===== src/rtl/sn_pkg.sv =====
// Shared constants, types and preset tables of the sensor normalizer.
`default_nettype none
package sn_pkg;

   localparam int CHANNELS     = 5;
   localparam int GAIN_CH      = 4;
   localparam int READING_BITS = 8;
   localparam int SUM_W        = 16;
   localparam int CNT_W        = 8;
   localparam int AVG_W        = 8;
   localparam int LVL_W        = 23;
   localparam int DVD_W        = 29;
   localparam int DVS_W        = 23;
   localparam int STEP_W       = 5;

   localparam logic [CNT_W-1:0] MAX_SAMPLES   = 8'd255;
   localparam logic [DVD_W-1:0] GAIN_NUM      = 29'd5242880;
   localparam logic [DVD_W-1:0] RECIP_NUM     = 29'd268435456;
   localparam logic [23:0]      LEVEL_MAX     = 24'd5222400;
   localparam logic [23:0]      RECIP_MAX     = 24'd16777215;
   localparam logic [LVL_W-1:0] RECIP_MIN_LVL = 23'd16;

   typedef enum logic [2:0] {
      FUNC_SAMPLE = 3'd0,
      FUNC_UPDATE = 3'd1,
      FUNC_CALIB  = 3'd2,
      FUNC_CLEAR  = 3'd3,
      FUNC_PRESET = 3'd4
   } func_type;

   localparam logic CSR_PRESET_SELECT = 1'b0;
   localparam logic CSR_MIDDLE_GAIN   = 1'b1;

   // Bounds of the two stored tables for channel c; sel 1 or 2.
   function automatic logic [AVG_W-1:0] preset_floor(input logic [1:0] sel,
                                                     input logic [1:0] c);
      logic [AVG_W-1:0] v;
      v = 8'd9;
      case (c)
         2'd0: v = 8'd9;
         2'd1: v = 8'd8;
         2'd2: v = (sel == 2'd1) ? 8'd11 : 8'd9;
         2'd3: v = (sel == 2'd1) ? 8'd9 : 8'd10;
         default: v = 8'd9;
      endcase
      return v;
   endfunction

   function automatic logic [AVG_W-1:0] preset_ceiling(input logic [1:0] sel,
                                                       input logic [1:0] c);
      logic [AVG_W-1:0] v;
      v = 8'd71;
      case (c)
         2'd0: v = (sel == 2'd1) ? 8'd71 : 8'd68;
         2'd1: v = (sel == 2'd1) ? 8'd71 : 8'd73;
         2'd2: v = (sel == 2'd1) ? 8'd69 : 8'd70;
         2'd3: v = (sel == 2'd1) ? 8'd68 : 8'd71;
         default: v = 8'd71;
      endcase
      return v;
   endfunction

endpackage
`default_nettype wire


===== src/rtl/sn_div.sv =====
// Per-lane restoring divider, one quotient bit per cycle.
`default_nettype none
module sn_div
   import sn_pkg::*;
(
   input  wire logic             clock,
   input  wire logic             reset,
   input  wire logic             start,
   input  wire logic [DVD_W-1:0] dividend,
   input  wire logic [DVS_W-1:0] divisor,
   output logic                  done,
   output logic [DVD_W-1:0]      quotient
);
   logic [STEP_W-1:0] step_ff, step_in;
   logic              done_ff, done_in;
   logic [DVD_W-1:0]  dq_ff, dq_in;
   logic [DVS_W-1:0]  rem_ff, rem_in;
   logic [DVS_W-1:0]  dvs_ff, dvs_in;
   logic [DVS_W+1:0]  trial;

   always_comb begin
      trial   = {1'b0, rem_ff, dq_ff[DVD_W-1]} - {2'b00, dvs_ff};
      step_in = step_ff;
      dq_in   = dq_ff;
      rem_in  = rem_ff;
      dvs_in  = dvs_ff;
      done_in = (step_ff == STEP_W'(1));
      if (start) begin
         step_in = STEP_W'(DVD_W);
         dq_in   = dividend;
         rem_in  = '0;
         dvs_in  = divisor;
      end else if (step_ff != '0) begin
         step_in = step_ff - STEP_W'(1);
         if (!trial[DVS_W+1]) begin
            rem_in = trial[DVS_W-1:0];
            dq_in  = {dq_ff[DVD_W-2:0], 1'b1};
         end else begin
            rem_in = {rem_ff[DVS_W-2:0], dq_ff[DVD_W-1]};
            dq_in  = {dq_ff[DVD_W-2:0], 1'b0};
         end
      end
   end

   always_ff @(posedge clock) begin
      if (reset) begin
         step_ff <= '0;
         done_ff <= 1'b0;
      end else begin
         step_ff <= step_in;
         done_ff <= done_in;
      end
      dq_ff  <= dq_in;
      rem_ff <= rem_in;
      dvs_ff <= dvs_in;
   end

   assign done     = done_ff;
   assign quotient = dq_ff;
endmodule
`default_nettype wire


===== src/rtl/five_channel_sensor_normalizer.sv =====
// Top level: five-lane sensor accumulator, normalizer and error merge.
// A sample, clear or ignored request does not stall the block; the next request is taken at once.
// An update makes two passes of the 29-step lane dividers (average, then reciprocal),
// with launch, multiply and output-load states around them; its result is registered
// in the output stage, and a stalled result holds the block.
// Calibrate and preset make one divider pass for the gains.
// Synchronous active-high reset clears sums, count, bounds (floor 255), gains and levels.
`default_nettype none
module five_channel_sensor_normalizer
   import sn_pkg::*;
(
   input  wire logic              clock,
   input  wire logic              reset,
   input  wire logic              req_valid,
   output logic                   req_stall,
   input  wire logic [2:0]        req_func,
   input  wire logic [7:0]        req_reading_x_left,
   input  wire logic [7:0]        req_reading_x_right,
   input  wire logic [7:0]        req_reading_y_left,
   input  wire logic [7:0]        req_reading_y_right,
   input  wire logic [7:0]        req_reading_middle,
   output logic                   rsp_valid,
   input  wire logic              rsp_stall,
   output logic [LVL_W-1:0]       rsp_level_x_left,
   output logic [LVL_W-1:0]       rsp_level_x_right,
   output logic [LVL_W-1:0]       rsp_level_y_left,
   output logic [LVL_W-1:0]       rsp_level_y_right,
   output logic [LVL_W-1:0]       rsp_level_middle,
   output logic signed [24:0]     rsp_lateral_error,
   output logic signed [23:0]     rsp_vertical_error,
   input  wire logic              csr_wr_en,
   input  wire logic              csr_index,
   input  wire logic [22:0]       csr_data
);
   // The sequencer walks through one-hot states; each GO state launches all lane
   // dividers with operands chosen for that phase, and the RUN state waits for them.
   typedef enum logic [8:0] {
      ST_IDLE      = 9'b000000001,
      ST_AVG_GO    = 9'b000000010,
      ST_AVG_RUN   = 9'b000000100,
      ST_NORM      = 9'b000001000,
      ST_RECIP_GO  = 9'b000010000,
      ST_RECIP_RUN = 9'b000100000,
      ST_EMIT      = 9'b001000000,
      ST_GAIN_GO   = 9'b010000000,
      ST_GAIN_RUN  = 9'b100000000
   } state_type;

   state_type state_ff, state_in;

   logic [1:0]       preset_ff;
   logic [LVL_W-1:0] mid_gain_ff;
   logic [CNT_W-1:0] cnt_ff;
   logic [SUM_W-1:0] sum_ff   [CHANNELS];
   logic [AVG_W-1:0] avg_ff   [CHANNELS];
   logic [AVG_W-1:0] floor_ff [CHANNELS];
   logic [AVG_W-1:0] ceil_ff  [CHANNELS];
   logic [LVL_W-1:0] lvl_ff   [CHANNELS];
   logic [LVL_W-1:0] gain_ff  [GAIN_CH];

   logic [7:0]       reading  [CHANNELS];
   logic [DVD_W-1:0] dvd      [CHANNELS];
   logic [DVS_W-1:0] dvs      [CHANNELS];
   logic [DVD_W-1:0] quo      [CHANNELS];
   logic [CHANNELS-1:0] lane_done;
   logic [LVL_W-1:0] gain_sel [CHANNELS];
   logic [AVG_W-1:0] avg_q    [CHANNELS];
   logic [LVL_W-1:0] lvl_new  [CHANNELS];
   logic [23:0]      recip    [2];

   logic             accept, div_start, out_load, do_sample;
   logic             rsp_valid_ff;
   logic [LVL_W-1:0] out_lvl_ff [CHANNELS];
   logic [24:0]      lat_ff;
   logic [23:0]      vert_ff;

   assign accept    = req_valid && (state_ff == ST_IDLE);
   assign req_stall = (state_ff != ST_IDLE);
   assign div_start = (state_ff == ST_AVG_GO) || (state_ff == ST_RECIP_GO)
                      || (state_ff == ST_GAIN_GO);
   assign out_load  = (state_ff == ST_EMIT) && (!rsp_valid_ff || !rsp_stall);
   assign do_sample = accept && (req_func == FUNC_SAMPLE) && (cnt_ff < MAX_SAMPLES);

   assign reading[0] = req_reading_x_left;
   assign reading[1] = req_reading_x_right;
   assign reading[2] = req_reading_y_left;
   assign reading[3] = req_reading_y_right;
   assign reading[4] = req_reading_middle;

   always_comb begin
      state_in = state_ff;
      case (state_ff)
         ST_IDLE: begin
            if (accept) begin
               case (req_func)
                  FUNC_UPDATE: state_in = ST_AVG_GO;
                  FUNC_CALIB:  state_in = ST_GAIN_GO;
                  FUNC_PRESET: state_in = ST_GAIN_GO;
                  default:     state_in = ST_IDLE;
               endcase
            end
         end
         ST_AVG_GO:    state_in = ST_AVG_RUN;
         ST_AVG_RUN:   state_in = lane_done[0] ? ST_NORM : ST_AVG_RUN;
         ST_NORM:      state_in = ST_RECIP_GO;
         ST_RECIP_GO:  state_in = ST_RECIP_RUN;
         ST_RECIP_RUN: state_in = lane_done[0] ? ST_EMIT : ST_RECIP_RUN;
         ST_EMIT:      state_in = out_load ? ST_IDLE : ST_EMIT;
         ST_GAIN_GO:   state_in = ST_GAIN_RUN;
         ST_GAIN_RUN:  state_in = lane_done[0] ? ST_IDLE : ST_GAIN_RUN;
         default:      state_in = ST_IDLE;
      endcase
   end

   // Five parallel lanes: each owns its channel's sum, bounds and level, and one divider.
   for (genvar c = 0; c < CHANNELS; c++) begin : g_lane
      logic [AVG_W-1:0] range;
      logic [AVG_W-1:0] diff;
      logic [30:0]      prod;
      logic [31:0]      rnd;

      if (c < GAIN_CH) begin : g_tab
         assign gain_sel[c] = gain_ff[c];
         always_ff @(posedge clock) begin
            if (reset) begin
               gain_ff[c] <= '0;
            end else if ((state_ff == ST_GAIN_RUN) && lane_done[0]) begin
               gain_ff[c] <= quo[c][LVL_W-1:0];
            end
         end
      end else begin : g_mid
         assign gain_sel[c] = mid_gain_ff;
      end

      always_comb begin
         range = (ceil_ff[c] > floor_ff[c]) ? (ceil_ff[c] - floor_ff[c]) : AVG_W'(1);
         dvd[c] = '0;
         dvs[c] = DVS_W'(1);
         case (state_ff)
            ST_AVG_GO: begin
               dvd[c] = DVD_W'(sum_ff[c]);
               dvs[c] = DVS_W'(cnt_ff);
            end
            ST_RECIP_GO: begin
               if (c < 2) begin
                  dvd[c] = RECIP_NUM + DVD_W'(lvl_ff[c] >> 1);
                  dvs[c] = lvl_ff[c];
               end
            end
            ST_GAIN_GO: begin
               dvd[c] = GAIN_NUM + DVD_W'(range >> 1);
               dvs[c] = DVS_W'(range);
            end
            default: begin
               dvd[c] = '0;
               dvs[c] = DVS_W'(1);
            end
         endcase
         avg_q[c]   = (quo[c][DVD_W-1:AVG_W] != '0) ? 8'd255 : quo[c][AVG_W-1:0];
         diff       = avg_q[c] - floor_ff[c];
         prod       = gain_sel[c] * diff;
         rnd        = {1'b0, prod} + 32'd128;
         lvl_new[c] = (rnd[31:8] > LEVEL_MAX) ? LEVEL_MAX[LVL_W-1:0] : rnd[30:8];
      end

      sn_div u_div (
         .clock    (clock),
         .reset    (reset),
         .start    (div_start),
         .dividend (dvd[c]),
         .divisor  (dvs[c]),
         .done     (lane_done[c]),
         .quotient (quo[c])
      );

      always_ff @(posedge clock) begin
         if (reset) begin
            sum_ff[c]   <= '0;
            avg_ff[c]   <= '0;
            floor_ff[c] <= 8'd255;
            ceil_ff[c]  <= '0;
            lvl_ff[c]   <= '0;
         end else begin
            if (do_sample) begin
               sum_ff[c] <= sum_ff[c] + SUM_W'(reading[c][READING_BITS-1:0]);
            end
            if (state_ff == ST_NORM) begin
               sum_ff[c] <= '0;
               if (cnt_ff != '0) begin
                  avg_ff[c] <= avg_q[c];
                  if (avg_q[c] > floor_ff[c]) begin
                     lvl_ff[c] <= lvl_new[c];
                  end
               end
            end
            if (accept && (req_func == FUNC_CALIB)) begin
               if (avg_ff[c] < floor_ff[c]) floor_ff[c] <= avg_ff[c];
               if (avg_ff[c] > ceil_ff[c])  ceil_ff[c]  <= avg_ff[c];
            end
            // Clear and preset reach only the four table channels.
            if (c < GAIN_CH) begin
               if (accept && (req_func == FUNC_CLEAR)) begin
                  floor_ff[c] <= 8'd255;
                  ceil_ff[c]  <= '0;
               end
               if (accept && (req_func == FUNC_PRESET)
                   && ((preset_ff == 2'd1) || (preset_ff == 2'd2))) begin
                  floor_ff[c] <= preset_floor(preset_ff, 2'(c));
                  ceil_ff[c]  <= preset_ceiling(preset_ff, 2'(c));
               end
            end
         end
      end
   end

   // Merge stage: saturated reciprocals of the horizontal pair and the vertical difference.
   always_comb begin
      for (int i = 0; i < 2; i++) begin
         if (lvl_ff[i] < RECIP_MIN_LVL) begin
            recip[i] = RECIP_MAX;
         end else if (quo[i] > DVD_W'(RECIP_MAX)) begin
            recip[i] = RECIP_MAX;
         end else begin
            recip[i] = quo[i][23:0];
         end
      end
   end

   always_ff @(posedge clock) begin
      if (reset) begin
         state_ff     <= ST_IDLE;
         preset_ff    <= 2'd1;
         mid_gain_ff  <= '0;
         cnt_ff       <= '0;
         rsp_valid_ff <= 1'b0;
      end else begin
         state_ff <= state_in;
         if (csr_wr_en) begin
            case (csr_index)
               CSR_PRESET_SELECT: preset_ff   <= csr_data[1:0];
               CSR_MIDDLE_GAIN:   mid_gain_ff <= csr_data;
               default:           preset_ff   <= preset_ff;
            endcase
         end
         if (do_sample) begin
            cnt_ff <= cnt_ff + CNT_W'(1);
         end
         if (state_ff == ST_NORM) begin
            cnt_ff <= '0;
         end
         if (out_load) begin
            rsp_valid_ff <= 1'b1;
         end else if (!rsp_stall) begin
            rsp_valid_ff <= 1'b0;
         end
      end
      if (out_load) begin
         for (int i = 0; i < CHANNELS; i++) begin
            out_lvl_ff[i] <= lvl_ff[i];
         end
         lat_ff  <= {1'b0, recip[0]} - {1'b0, recip[1]};
         vert_ff <= {1'b0, lvl_ff[3]} - {1'b0, lvl_ff[2]};
      end
   end

   assign rsp_valid          = rsp_valid_ff;
   assign rsp_level_x_left   = out_lvl_ff[0];
   assign rsp_level_x_right  = out_lvl_ff[1];
   assign rsp_level_y_left   = out_lvl_ff[2];
   assign rsp_level_y_right  = out_lvl_ff[3];
   assign rsp_level_middle   = out_lvl_ff[4];
   assign rsp_lateral_error  = signed'(lat_ff);
   assign rsp_vertical_error = signed'(vert_ff);

   // The sample counter never passes its limit.
   a_cnt_limit: assert property (@(posedge clock) disable iff (reset)
      cnt_ff <= MAX_SAMPLES) else $error("sample count beyond limit");

   // Divider completion is only seen while the sequencer waits for it.
   a_done_run: assert property (@(posedge clock) disable iff (reset)
      lane_done[0] |-> ((state_ff == ST_AVG_RUN) || (state_ff == ST_RECIP_RUN)
                        || (state_ff == ST_GAIN_RUN)))
      else $error("divider finished outside a run state");

   // Loading the output register always presents a result in the next cycle.
   a_emit: assert property (@(posedge clock) disable iff (reset)
      out_load |=> rsp_valid) else $error("emitted result not presented");

   // An accepted update always reaches the averaging launch.
   a_upd: assert property (@(posedge clock) disable iff (reset)
      (accept && (req_func == FUNC_UPDATE)) |=> (state_ff == ST_AVG_GO))
      else $error("update not started");
endmodule
`default_nettype wire


===== config.mk =====
export PLATFORM = sky130hd
export DESIGN_NAME = five_channel_sensor_normalizer
export DESIGN_NICKNAME = d
export VERILOG_FILES = /design/src/rtl/sn_pkg.sv /design/src/rtl/sn_div.sv /design/src/rtl/five_channel_sensor_normalizer.sv
export SDC_FILE = /design/constraint.sdc
export NUM_CORES = 2
export LEC_CHECK = 0
export BUFFER_PORTS_ARGS = -buffer_cell sky130_fd_sc_hd__buf_2
export CAP_MARGIN = 20
export CORE_MARGIN = 2
export CORE_UTILIZATION = 40
export CTS_CLUSTER_DIAMETER = 200
export DETAILED_ROUTE_END_ITERATION = 8
export HOLD_SLACK_MARGIN = 0.06
export PLACE_DENSITY = 0.58
export SLEW_MARGIN = 20
export SYNTH_ARGS = -nofsm -noshare
export SYNTH_HDL_FRONTEND = slang
export SYNTH_HIERARCHICAL = 1
export SYNTH_SLANG_ARGS = --single-unit
export TNS_END_PERCENT = 100

===== constraint.sdc =====
create_clock -name clock -period 13.6 [get_ports clock]
set_input_delay 0.68 -clock clock [delete_from_list [all_inputs] [get_ports clock]]
set_output_delay 0.68 -clock clock [all_outputs]
set_load 0.005 [all_outputs]

; After elaboration in Yosys (flattened, before gate mapping)
; Memories as Yosys holds them, arrays and structs flattened.
; Index checks and enable logic that the tools add are counted.
[word_totals]
regBits = 493
latch_bits = 0
ram_bits = 522
rom_bits = 0
inputBits = 72
output_inout_bits = 166
word_cells = 450
n_memories = 7
[op_classes]
add_sub_neg = 40
mul = 5
n_div = 0
magnitude_cmp = 30
eq_ne = 19
shift = 0
n_mux = 228
bitwise = 51
n_reduce_logical = 37
[mem_list]
columns = name, words, width, read_ports, rd_clocked_by_memory_dff, write_ports, line
row1 = lvl_ff, 5, 23, 5, 0, 5, five_channel_sensor_normalizer.sv:58  ; logic [LVL_W-1:0] lvl_ff [CHANNELS];
row2 = out_lvl_ff, 5, 23, 5, 0, 5, five_channel_sensor_normalizer.sv:73  ; logic [LVL_W-1:0] out_lvl_ff [CHANNELS];
row3 = gain_ff, 4, 23, 4, 0, 4, five_channel_sensor_normalizer.sv:59  ; logic [LVL_W-1:0] gain_ff [GAIN_CH];
row4 = sum_ff, 5, 16, 5, 0, 5, five_channel_sensor_normalizer.sv:54  ; logic [SUM_W-1:0] sum_ff [CHANNELS];
row5 = avg_ff, 5, 8, 5, 0, 5, five_channel_sensor_normalizer.sv:55  ; logic [AVG_W-1:0] avg_ff [CHANNELS];
row6 = ceil_ff, 5, 8, 5, 0, 5, five_channel_sensor_normalizer.sv:57  ; logic [AVG_W-1:0] ceil_ff [CHANNELS];
row7 = +1 memories, -, -, -, -, -, -
[op_table]
columns = cell, count
row1 = $mux W8, 57
row2 = $mux W23, 19
row3 = $mux W29, 10
row4 = $pmux W29 S3, 2
row5 = $add A31 B8 Y32 const B, 5
row6 = $mux W16, 10
row7 = $mul A23 B8 Y31, 5
row8 = $pmux W24 S2, 3
row9 = $pmux W23 S3, 2
row10 = $sub A24 B23 Y25, 5
row11 = $add A23 B7 Y24 const A, 5
row12 = $gt A24 B23 Y1 const B, 5
row13 = $gt A8 B8 Y1, 15
row14 = $reduce_bool A21 Y1, 5
row15 = $mux W24, 4
row16 = $mux W1, 95
row17 = $pmux W9 S9, 1
row18 = $add A16 B8 Y16, 5
row19 = $sub A8 B8 Y8, 10
row20 = $pmux W8 S2, 4
row21 = $add A29 B22 Y29 const A, 2
row22 = $gt A29 B24 Y1 const B, 2
row23 = $mux W5, 10
row24 = $or A1 B1 Y1, 50
row25 = 39 further kinds, 79

; Longest topological paths before layout
[depth]
ltp_word = 9
depth_mapped = 39
depth_no_buf = 35

; By module
; The synthesis kept the hierarchy.
[by_module_without_submodules]
columns = module, instances, cells_per_inst, area_per_inst_um2, seq_area_each_um2
row1 = five_channel_sensor_normalizer, 1, 6667, 64329.2, 18007.3
row2 = sn_div, 5, 464, 4690.7, 2142.1

; Worst setup path after synthesis
; Ideal clock, no wire load.
[synth_timing]
path_kind = register to register
start = reg state_ff[0]
end = mem out_lvl_ff[0][0], enable pin
setup_ns = 0.743
arrival_ns = 9.202
required_time_ns = 12.857
setup_slack_ns = 3.655
stages_incl_launch_ff = 6
path_buffers = 0
period_less_slack_ns = 9.945
path_cell_list = dfxtp_1 or3_1 nor2_1 nor4b_1 nand3b_1 a21oi_1
[synth_lines]
columns = element, line
row1 = from (decl), five_channel_sensor_normalizer.sv:49  ; state_type state_ff, state_in;
row2 = from (signal assigned), five_channel_sensor_normalizer.sv:237  ; state_ff <= state_in;
row3 = to (decl), five_channel_sensor_normalizer.sv:73

==> load_flow_metrics.sql <==
INSERT INTO impl_metrics (metric_group, metric, value, unit) VALUES
('routing', 'routed_via_density', '5.33', ''),
('power_and_ir_drop', 'ir_drop', '0.113', 'mV'),
('min_path', 'holdPathStages', '3', ''),
('layout', 'most-common-layout-cells', '1157 x sky130_fd_sc_hd__inv_1, 831 x sky130_fd_sc_hd__edfxtp_1, 726 x sky130_fd_sc_hd__ha_1, 673 x sky130_fd_sc_hd__nand2_1, 654 x sky130_fd_sc_hd__and2_1', ''),
('status', 'run_status', 'finished, final reports clean', ''),
('logic_synthesis', 'yosys_warnings', '6', ''),
('power_and_ir_drop', 'combPwrFrac', '36.3', '%'),
('setup_path', 'max_stage_delay', '0.59', 'ns'),
('setup_path', 'r2r.worst_path.cells', '35', ''),
('clock_network', 'clockBufferDepth', '3', ''),
('setup_path', 'slowest_stage', 'sky130_fd_sc_hd__or4_1', ''),
('sta', 'drv_slew', '0', ''),
('global_route', 'gr-usage-all-layers', '20.5', '%'),
('clock_network', 'htree_num_levels', '3', ''),
('placement', 'routabilityCongestion', '0.874', ''),
('clock_network', 'path_clk_slew', '0.06', 'ns'),
('clock_network', 'cts_root_buffer', 'sky130_fd_sc_hd__clkbuf_16', ''),
('power_and_ir_drop', 'switching_share', '36.7', '%'),
('sta', 'tightest_slew', '1.12', 'ns'),
('logic_synthesis', 'synth.avg_cell_area', '9.76', 'sq um'),
('clock_network', 'worstSkewPairLatency', '0.79', 'ns'),
('clock_network', 'clock-sinks', '1015', ''),
('sta', 'setup_repair_after_global_routing_missed_its_margin', 'no', ''),
('clock_network', 'post-cts-setup-buffers', '0', ''),
('routing', 'vias', '64600', ''),
('layout', 'fin_nets', '10600', ''),
('sta', 'max_slew_margin', '25.3', '%'),
('setup_path', 'timing.critical_path.max_delay_family', 'adder cells', ''),
('power_and_ir_drop', 'p_int', '7720', 'uW'),
('routing', 'detail-route-antenna-nets', '0', ''),
('global_route', 'grt_pass1_wl', '368000', 'microns'),
('global_route', 'grt-ovfl-total', '0', ''),
('clock_network', 'tritoncts', 'done', ''),
('layout', 'most_common_cell_after_layout_fill_and_taps_aside', 'sky130_fd_sc_hd__inv_1', ''),
('floorplanning', 'rows', '171', ''),
('sta', 'post-route-period-util', '72.5', '%'),
('global_route', 'grt_start_max_net_pins', '153', ''),
('global_route', 'grt_antenna_before_repair', '14', ''),
('setup_path', 'startpoint', 'g_lane[3].u_div/quotient[11]$_DFFE_PP_', ''),
('sta', 'timing.fmax', '101', 'MHz'),
('setup_path', 'critical_path_peak_fanout', '23', ''),
('power_and_ir_drop', 'sequentialPowerShare', '37.3', '%'),
('setup_path', 'worst-endpoint-arrival', '10.45', 'ns'),
('power_and_ir_drop', 'power.leakage', '0.0431', 'uW'),
('layout', 'final_design_utilization', '44.1', '%'),
('routing', 'wire_length_per_cell_after_detailed_routing', '18.8', 'microns'),
('setup_path', 'worst_setup_start_kind', 'flip-flop', ''),
('setup_path', 'timing.rr.end', 'lvl_ff[3][4]$_SDFFCE_PN0P_', ''),
('sta', 'hold_viol', '0', ''),
('clock_network', 'post_cts.resized_instances', '0', ''),
('min_path', 'hold_path_class', 'in2reg', ''),
('power_and_ir_drop', 'netSwitchingPower', '4470', 'uW'),
('routing', 'drc', '0', ''),
('sta', 'final_period_minus_worst_setup_slack', '9.87', 'ns'),
('logic_synthesis', 'post_synth_inst_count', '8975', ''),
('floorplanning', 'floorplan.die.width', '472', 'microns'),
('layout', 'post_route_cells_drive_above_1_share', '9.30', '%'),
('floorplanning', 'dieArea', '0.223', 'sq mm'),
('sta', 'setup_total_negative_slack', '0', 'ns'),
('placement', 'placement.cell_area', '0.0920', 'sq mm'),
('global_route', 'first_global_vias', '66400', ''),
('setup_path', 'cp-endpoint', 'lvl_ff[3][4]$_SDFFCE_PN0P_', ''),
('routing', 'drt_wl_total', '228000', 'microns'),
('floorplanning', 'io_pins', '238', ''),
('setup_path', 'reg2reg_slack', '3.73', 'ns'),
('setup_path', 'worstPathBufferInverterCount', '6', ''),
('clock_network', 'total_cts_buffers', '117', ''),
('floorplanning', 'die_h', '472', 'microns'),
('setup_path', 'crit_cells', '35', ''),
('layout', 'final_area', '0.0960', 'sq mm'),
('floorplanning', 'area_of_the_core', '0.217', 'sq mm');
==> power by group through the flow <==
stage	clock network (uW)	registers [uW]	logic, uW
2_1_floorplan	0	4390	3440
3_3_place_gp	0	4590	4330
3_5_place_dp	0	4610	4380
4_1_cts	3300	4550	4420
5_1_grt	3400	4620	4970
6_report	3210	4550	4430
==> how the worst min path moves through the flow <==
stage                                 from                      endpoint  slack [ns]
2_1_floorplan   lvl_ff[4][8]$_SDFFCE_PN0P_  out_lvl_ff[0][100]$_DFFE_PP_        0.40
3_3_place_gp   lvl_ff[4][16]$_SDFFCE_PN0P_  out_lvl_ff[0][108]$_DFFE_PP_        0.40
3_5_place_dp   lvl_ff[4][14]$_SDFFCE_PN0P_  out_lvl_ff[0][106]$_DFFE_PP_        0.41
4_1_cts                       csr_data[21]  mid_gain_ff[21]$_SDFFE_PP0P_        0.11
5_1_grt                       csr_data[22]  mid_gain_ff[22]$_SDFFE_PP0P_        0.15
6_report                      csr_data[20]  mid_gain_ff[20]$_SDFFE_PP0P_        0.18
==> routing by layer <==
metal,global-route usage (%),up-vias,share of wire [%]
li1,-,30900,-
met3,2.25,331,4.3
met5,0,-,0
met1,27.1,31900,45
met2,35.0,1466,48
met4,6.48,0,3.0
==> registers in the layout (all words and copies together) (netlist names), 8 cells and up <==
register               cells
cnt_ff                     8
g_lane.u_div/step_ff      25
state_ff                   9
avg_ff                    40
gain_ff                   92
out_lvl_ff               115
ceil_ff                   40
rsp_vertical_error        24
sum_ff                    80
rsp_lateral_error         25
g_lane.u_div/dvs_ff      115
floor_ff                  40
lvl_ff                   115
g_lane.u_div/quotient    145
mid_gain_ff               23
g_lane.u_div/rem_ff      115
==> cell type report <==
cell class	count	area [sq um]
fill	20800	121000
multi-input combinational	6556	53700
sequential	1015	28600
inverter	1157	4340
tap	2854	3570
clock buffer	151	3210
timing repair buffer	310	1760
clock inverter	69	712
antenna	5	12.5
==> stage by stage <==
| stage | hold WS [ns] | std cells | setup slack (ns) |
|---|---|---|---|
| 2_1_floorplan | 0.400 | 9062 | 3.66 |
| 5_1_grt | 0.153 | 12100 | 3.06 |
| 3_3_place_gp | 0.402 | 11900 | 3.86 |
| 3_5_place_dp | 0.405 | 11900 | 3.65 |
| 4_1_cts | 0.107 | 12100 | 3.61 |
| 6_report | 0.175 | 12100 | 3.73 |
==> worst reg2reg max path, delay by kind of cell, from the launching register on <==
kind,cells,cell delay (ns)
buffers and inverters,6,0.78
AOI/OAI and AO/OA,11,2.63
xor gates and xnor gates,2,0.41
adders and majority gates,6,2.80
and+or+nand+nor,10,2.64
DFF,1,0.42
No activity file was read; power rests on OpenSTA's default activity.
